### src/hw/rtl/pcint_pkg.sv
`timescale 1ns / 1ps
// ----------------------------------------------------------------------------
// pcint_pkg
// Shared constants, codes and control structs of the step-function integrator.
// ----------------------------------------------------------------------------
package pcint_pkg;

    localparam int MAX_BREAKPOINTS = 16;
    localparam int BP_IDX_W  = $clog2(MAX_BREAKPOINTS);
    localparam int LVL_IDX_W = $clog2(MAX_BREAKPOINTS + 1);
    localparam int SEG_W     = $clog2(MAX_BREAKPOINTS + 1);
    localparam int CNT_W     = 5;
    localparam int SQ_W      = 104;   // sum of squared levels times durations, Q72.32
    localparam int NUM_W     = 88;    // divider numerator width
    localparam int LEN_W     = 33;
    localparam int DIV_CNT_W = 7;

    typedef enum logic [1:0] {
        MODE_WR_BP  = 2'd0,
        MODE_WR_LVL = 2'd1,
        MODE_QUERY  = 2'd2,
        MODE_NONE   = 2'd3
    } t_mode;

    typedef enum logic [1:0] {
        ST_OK       = 2'd0,
        ST_EMPTY    = 2'd1,
        ST_WR_ACK   = 2'd2,
        ST_RESERVED = 2'd3
    } t_status;

    localparam logic [2:0] REG_BP_COUNT = 3'd0;

    typedef struct packed {
        logic             accept;
        logic             seg_rd;
        logic             seg_clip;
        logic             seg_mul;
        logic             seg_mlo;
        logic             seg_mhi;
        logic             seg_acc;
        logic             div_load_mean;
        logic             div_load_msq;
        logic             div_step;
        logic             save_mean;
        logic             load_out;
        logic [SEG_W-1:0] seg_idx;
    } t_cmd;

    typedef struct packed {
        logic             in_valid;
        logic             in_run;
        logic             out_busy;
        logic [SEG_W-1:0] seg_last;
    } t_stat;

endpackage

### src/hw/rtl/pcint_ctrl.sv
`timescale 1ns / 1ps
// ----------------------------------------------------------------------------
// pcint_ctrl
// Sequencer: segment walk, two divider passes, result hand-off.
// ----------------------------------------------------------------------------
module pcint_ctrl (
    input  logic             i_clk,
    input  logic             i_rst_n,
    input  pcint_pkg::t_stat i_stat,
    output pcint_pkg::t_cmd  o_cmd,
    output logic             o_in_ready
);

    typedef enum logic [11:0] {
        S_IDLE     = 12'b000000000001,
        S_RD       = 12'b000000000010,
        S_CLIP     = 12'b000000000100,
        S_MUL      = 12'b000000001000,
        S_MLO      = 12'b000000010000,
        S_MHI      = 12'b000000100000,
        S_ACC      = 12'b000001000000,
        S_LD_MEAN  = 12'b000010000000,
        S_DIV_MEAN = 12'b000100000000,
        S_SAVE     = 12'b001000000000,
        S_DIV_MSQ  = 12'b010000000000,
        S_FINISH   = 12'b100000000000
    } t_state;

    t_state                          r_state, n_state;
    logic [pcint_pkg::SEG_W-1:0]     r_seg, n_seg;
    logic [pcint_pkg::DIV_CNT_W-1:0] r_cnt, n_cnt;

    always_ff @(posedge i_clk) begin
        if (!i_rst_n) begin
            r_state <= S_IDLE;
            r_seg   <= '0;
            r_cnt   <= '0;
        end else begin
            r_state <= n_state;
            r_seg   <= n_seg;
            r_cnt   <= n_cnt;
        end
    end

    always_comb begin
        n_state = r_state;
        n_seg   = r_seg;
        n_cnt   = r_cnt;
        o_cmd   = '0;
        o_cmd.seg_idx = r_seg;
        o_in_ready = (r_state == S_IDLE);
        case (r_state)
            S_IDLE: begin
                if (i_stat.in_valid) begin
                    o_cmd.accept = 1'b1;
                    n_seg = '0;
                    n_state = i_stat.in_run ? S_RD : S_FINISH;
                end
            end
            S_RD: begin
                o_cmd.seg_rd = 1'b1;
                n_state = S_CLIP;
            end
            S_CLIP: begin
                o_cmd.seg_clip = 1'b1;
                n_state = S_MUL;
            end
            S_MUL: begin
                o_cmd.seg_mul = 1'b1;
                n_state = S_MLO;
            end
            S_MLO: begin
                o_cmd.seg_mlo = 1'b1;
                n_state = S_MHI;
            end
            S_MHI: begin
                o_cmd.seg_mhi = 1'b1;
                n_state = S_ACC;
            end
            S_ACC: begin
                o_cmd.seg_acc = 1'b1;
                if (r_seg == i_stat.seg_last) begin
                    n_state = S_LD_MEAN;
                end else begin
                    n_seg = r_seg + 1'b1;
                    n_state = S_RD;
                end
            end
            S_LD_MEAN: begin
                o_cmd.div_load_mean = 1'b1;
                n_cnt = pcint_pkg::DIV_CNT_W'(pcint_pkg::NUM_W);
                n_state = S_DIV_MEAN;
            end
            S_DIV_MEAN: begin
                o_cmd.div_step = 1'b1;
                n_cnt = r_cnt - 1'b1;
                if (r_cnt == 1) begin
                    n_state = S_SAVE;
                end
            end
            S_SAVE: begin
                o_cmd.save_mean = 1'b1;
                o_cmd.div_load_msq = 1'b1;
                n_cnt = pcint_pkg::DIV_CNT_W'(pcint_pkg::NUM_W);
                n_state = S_DIV_MSQ;
            end
            S_DIV_MSQ: begin
                o_cmd.div_step = 1'b1;
                n_cnt = r_cnt - 1'b1;
                if (r_cnt == 1) begin
                    n_state = S_FINISH;
                end
            end
            S_FINISH: begin
                if (!i_stat.out_busy) begin
                    o_cmd.load_out = 1'b1;
                    n_state = S_IDLE;
                end
            end
            default: begin
                n_state = S_IDLE;
            end
        endcase
    end

    a_onehot: assert property (@(posedge i_clk) disable iff (!i_rst_n)
        $onehot(r_state)) else $error("state not one-hot");
    a_seg_range: assert property (@(posedge i_clk) disable iff (!i_rst_n)
        (r_state == S_ACC) |-> (r_seg <= i_stat.seg_last)) else $error("segment overrun");
    a_finish: assert property (@(posedge i_clk) disable iff (!i_rst_n)
        (r_state == S_FINISH && !i_stat.out_busy) |=> (r_state == S_IDLE))
        else $error("result not handed off");
    a_div_cnt: assert property (@(posedge i_clk) disable iff (!i_rst_n)
        (r_state == S_DIV_MEAN || r_state == S_DIV_MSQ) |-> (r_cnt != 0))
        else $error("divider count empty");

endmodule

### config.mk
export PLATFORM = sky130hd
export DESIGN_NAME = pcint_ctrl
export DESIGN_NICKNAME = d
export VERILOG_FILES = /design/src/hw/rtl/pcint_pkg.sv /design/src/hw/rtl/pcint_ctrl.sv
export SDC_FILE = /design/constraint.sdc
export NUM_CORES = 1
export LEC_CHECK = 0
export BUFFER_PORTS_ARGS = -buffer_cell sky130_fd_sc_hd__buf_2
export CELL_PAD_IN_SITES_DETAIL_PLACEMENT = 1
export CELL_PAD_IN_SITES_GLOBAL_PLACEMENT = 2
export CORE_AREA = 2 2 84 62
export CTS_BUF_LIST = sky130_fd_sc_hd__clkbuf_16
export DETAILED_ROUTE_END_ITERATION = 7
export DIE_AREA = 0 0 86 64
export PLACE_DENSITY = 0.85
export SETUP_SLACK_MARGIN = 0.5
export SYNTH_ARGS = -nofsm -noshare
export SYNTH_HDL_FRONTEND = slang
export SYNTH_SLANG_ARGS = --single-unit
export TNS_END_PERCENT = 30
### constraint.sdc
create_clock -name i_clk -period 3.18 [get_ports i_clk]
set_input_delay 0.477 -clock i_clk [delete_from_list [all_inputs] [get_ports i_clk]]
set_output_delay 0.477 -clock i_clk [all_outputs]
set_load 0.1 [all_outputs]
==> out/summary.txt <==
Status = finished, final reports clean
Worst R2R Start = r_state[11]$_SDFFE_PN0P_
Total negative slack = 0 ns
Antenna violations before repair = 0
Leakage = 0.7956 nW
Area Growth Syn to Fin = 31.91%
Synth Area per Inst = 8.126 sq um
Required time worst endpoint = 2.70 ns
Post-synth ARST share = 0%
Post-CTS Hold Buffers = 0
Die H = 64 microns
Top FF cell, synth = dfxtp_1
Count of cell types in the netlist = 46
CTS max path bufs = 2
CP Launch Type = register
Layout cells sized above 1 = 30.33%
Register Area = 495.5 sq um
Final WL = 4.028 mm
PwrDens = 418.7 nW/um^2
Peak Freq = 374.5 MHz
Final Max Slew Viols = 0
Final setup viols = 0
DRT iter0 DRCs = 56
Vias in the first global route = 1332
DIE WIDTH = 86 microns
Cell Area, Synth = 1463 sq um
Critical Path Source = r_state[4]$_SDFFE_PN0P_
Final RePlAce weighted congestion = 0.7353
GRT Total Usage = 15.32%
Initial Util = 31.45%
CTS root buf = clkbuf_16
TritonCTS clock tree = yes
CTS clk-pin slew, worst paths = 0.07 ns
CP Max Fanout = 5
Hold Startpoint = i_stat[6]
Post-synth EDFFs = 0
Period minus WS final = 2.670 ns
Post-Layout Cell Count = 268
Critical path type = register to primary output
First-pass GRT wire length = 6.658 mm
Number of routed nets with antenna violations = 0
GRT overflow = 0
Most frequent cells in the layout = nor2_1 (19), buf_2 (18), dfxtp_1 (18)
Drt pass-1 iters = 4
Filler cells = 564
Area of the multi-input gates = 970.9 sq um
RSZ-0062 raised after global routing = yes
Fin nets = 225
Area of the core = 4651 sq um
Clock Latency Late Sink = 0.26 ns
Final hold vios = 0
Max-Cap Viols = 0
HP Class = primary input to register
Crit. End Element = primary output
DIE AREA = 5504 sq um
Net Count, Synth = 193
Gate Count Post-Synth = 180
I/O pin count = 28
CTS Buf Count = 3
Largest net degree at the start of global routing = 14
Vias/cell = 5.407
Ant. Diodes = 0
Max H-tree Level = 1
Clock Sinks = 24
Routed vias = 1449
Clk_skew = 0.006313 ns
Port bufs = 27
Worst slew margin = 62.30%
DRC viols = 0
Worst EP arrival = 2.19 ns
Hpwl dp = 2.938 mm
Num rows = 21
Max rail drop VDD = 0.1791 mV
Detailed-route wire length per cell = 15.03 microns
Worst Tran Pin Value = 0.5630 ns
Seq/Total Area, Yosys = 32.85%
Seq cells post-synth = 24
Post-Place Cells = 258
Tcrit/Tclk final = 83.96%
Commonest non-fill, non-tap cell in the layout = nor2_1
Yosys warns = 0
-- logic make-up (layout without fill, tap and decap cells) --
kind of cell / count (synthesis) / in the layout / share of synthesized area [%]
and+or+nand+nor: 86 / 86 / 34.73
AOI/OAI and AO/OA: 34 / 34 / 16.17
DFF: 24 / 24 / 32.85
buffers and inverters: 22 / 53 / 7.014
xor gates and xnor gates: 10 / 10 / 5.988
adders and majority gates: 3 / 3 / 2.567
muxes: 1 / 1 / 0.6844
-- cell usage after synthesis (2+ instances only) --
master	n	area share, %
a21oi_1	11	3.8
a2bb2oi_1	2	1.2
and2_1	6	2.6
and3_1	2	0.86
and4b_1	2	1.4
buf_6	2	1.5
clkbuf_1	8	2.1
dfxtp_1	24	33
ha_1	3	2.6
inv_1	9	2.3
nand2_1	10	2.6
nand3_1	6	2.1
nand4_1	5	2.1
nor2_1	19	4.9
nor2b_1	2	0.86
nor3_1	4	1.4
nor3b_1	2	1.0
nor4_1	6	2.6
nor4b_1	8	4.8
o211ai_1	3	1.5
o21a_1	2	1.0
o21ai_0	5	1.7
o21bai_1	2	1.0
or3_1	3	1.3
or4_1	3	1.5
or4_4	3	2.3
xnor2_1	7	4.2
xor2_1	3	1.8
-- where the power goes --
group          internal (W)  total, W  switching [W]
Clock              0.000169  0.000288       0.000119
Combinational     0.0000653  0.000203       0.000138
Sequential         0.000305  0.000317      0.0000118
-- worst paths after layout --
path                                   to  slack [ns]  depth (start not counted)
hold / removal    r_state[1]$_SDFFE_PN0P_        0.47                          3
hold reg to reg   r_state[9]$_SDFFE_PN0P_        0.48                          1
setup / recovery                o_cmd[15]        0.51                          4
setup reg to reg    r_seg[4]$_SDFFE_PN0P_        0.86                          5
-- worst max-delay path, stage by stage (launching register included) --
cell,delay (ns)
dfxtp_4,0.36
or4_4,0.53
or3_4,0.44
nor4b_4,0.33
buf_6,0.27
-- stage by stage --
step / total power [W] / utilization [%] / hold slack, ns / setup slack [ns] / instance area (sq um)
2_1_floorplan: 0.0004808 / - / 0.4553 / 0.1949 / 1551
3_3_place_gp: 0.0005231 / 37.26 / 0.4802 / 0.4916 / 1733
3_5_place_dp: 0.0005244 / 37.26 / 0.4944 / 0.4659 / 1733
4_1_cts: 0.0008146 / 39.74 / 0.4696 / 0.3997 / 1848
5_1_grt: 0.0008413 / 41.49 / 0.4820 / 0.4534 / 1929
6_report: 0.0008078 / 41.49 / 0.4689 / 0.5100 / 1929
-- cell type report --
class / instances / area share, %
sequential: 24 / 25.68
tap: 57 / 3.696
inverter: 10 / 1.946
timing repair buffer: 39 / 14.27
multi-input combinational: 134 / 50.32
clock buffer: 3 / 3.891
clock inverter: 1 / 0.1946
-- routing by layer --
metal / routed length (microns) / track usage (%)
met5: 0 / 0
met4: 33 / 3.571
met3: 128 / 3.488
met2: 1766 / 22.77
met1: 2100 / 22.33
-- flip-flops by register name, indices dropped and copies added (netlist names) --
| name | cells |
|---|---|
| r_state | 12 |
| r_cnt | 7 |
| r_seg | 5 |
-- what timing repair did --
action | CTS | global route
pin swaps | 2 | 4
gates cloned | 0 | 0
setup buffers | 0 | 6
setup endpoints to repair | 9 | 9
resized for setup | 13 | 14
Note: power is estimated with default switching activity, not from simulation.
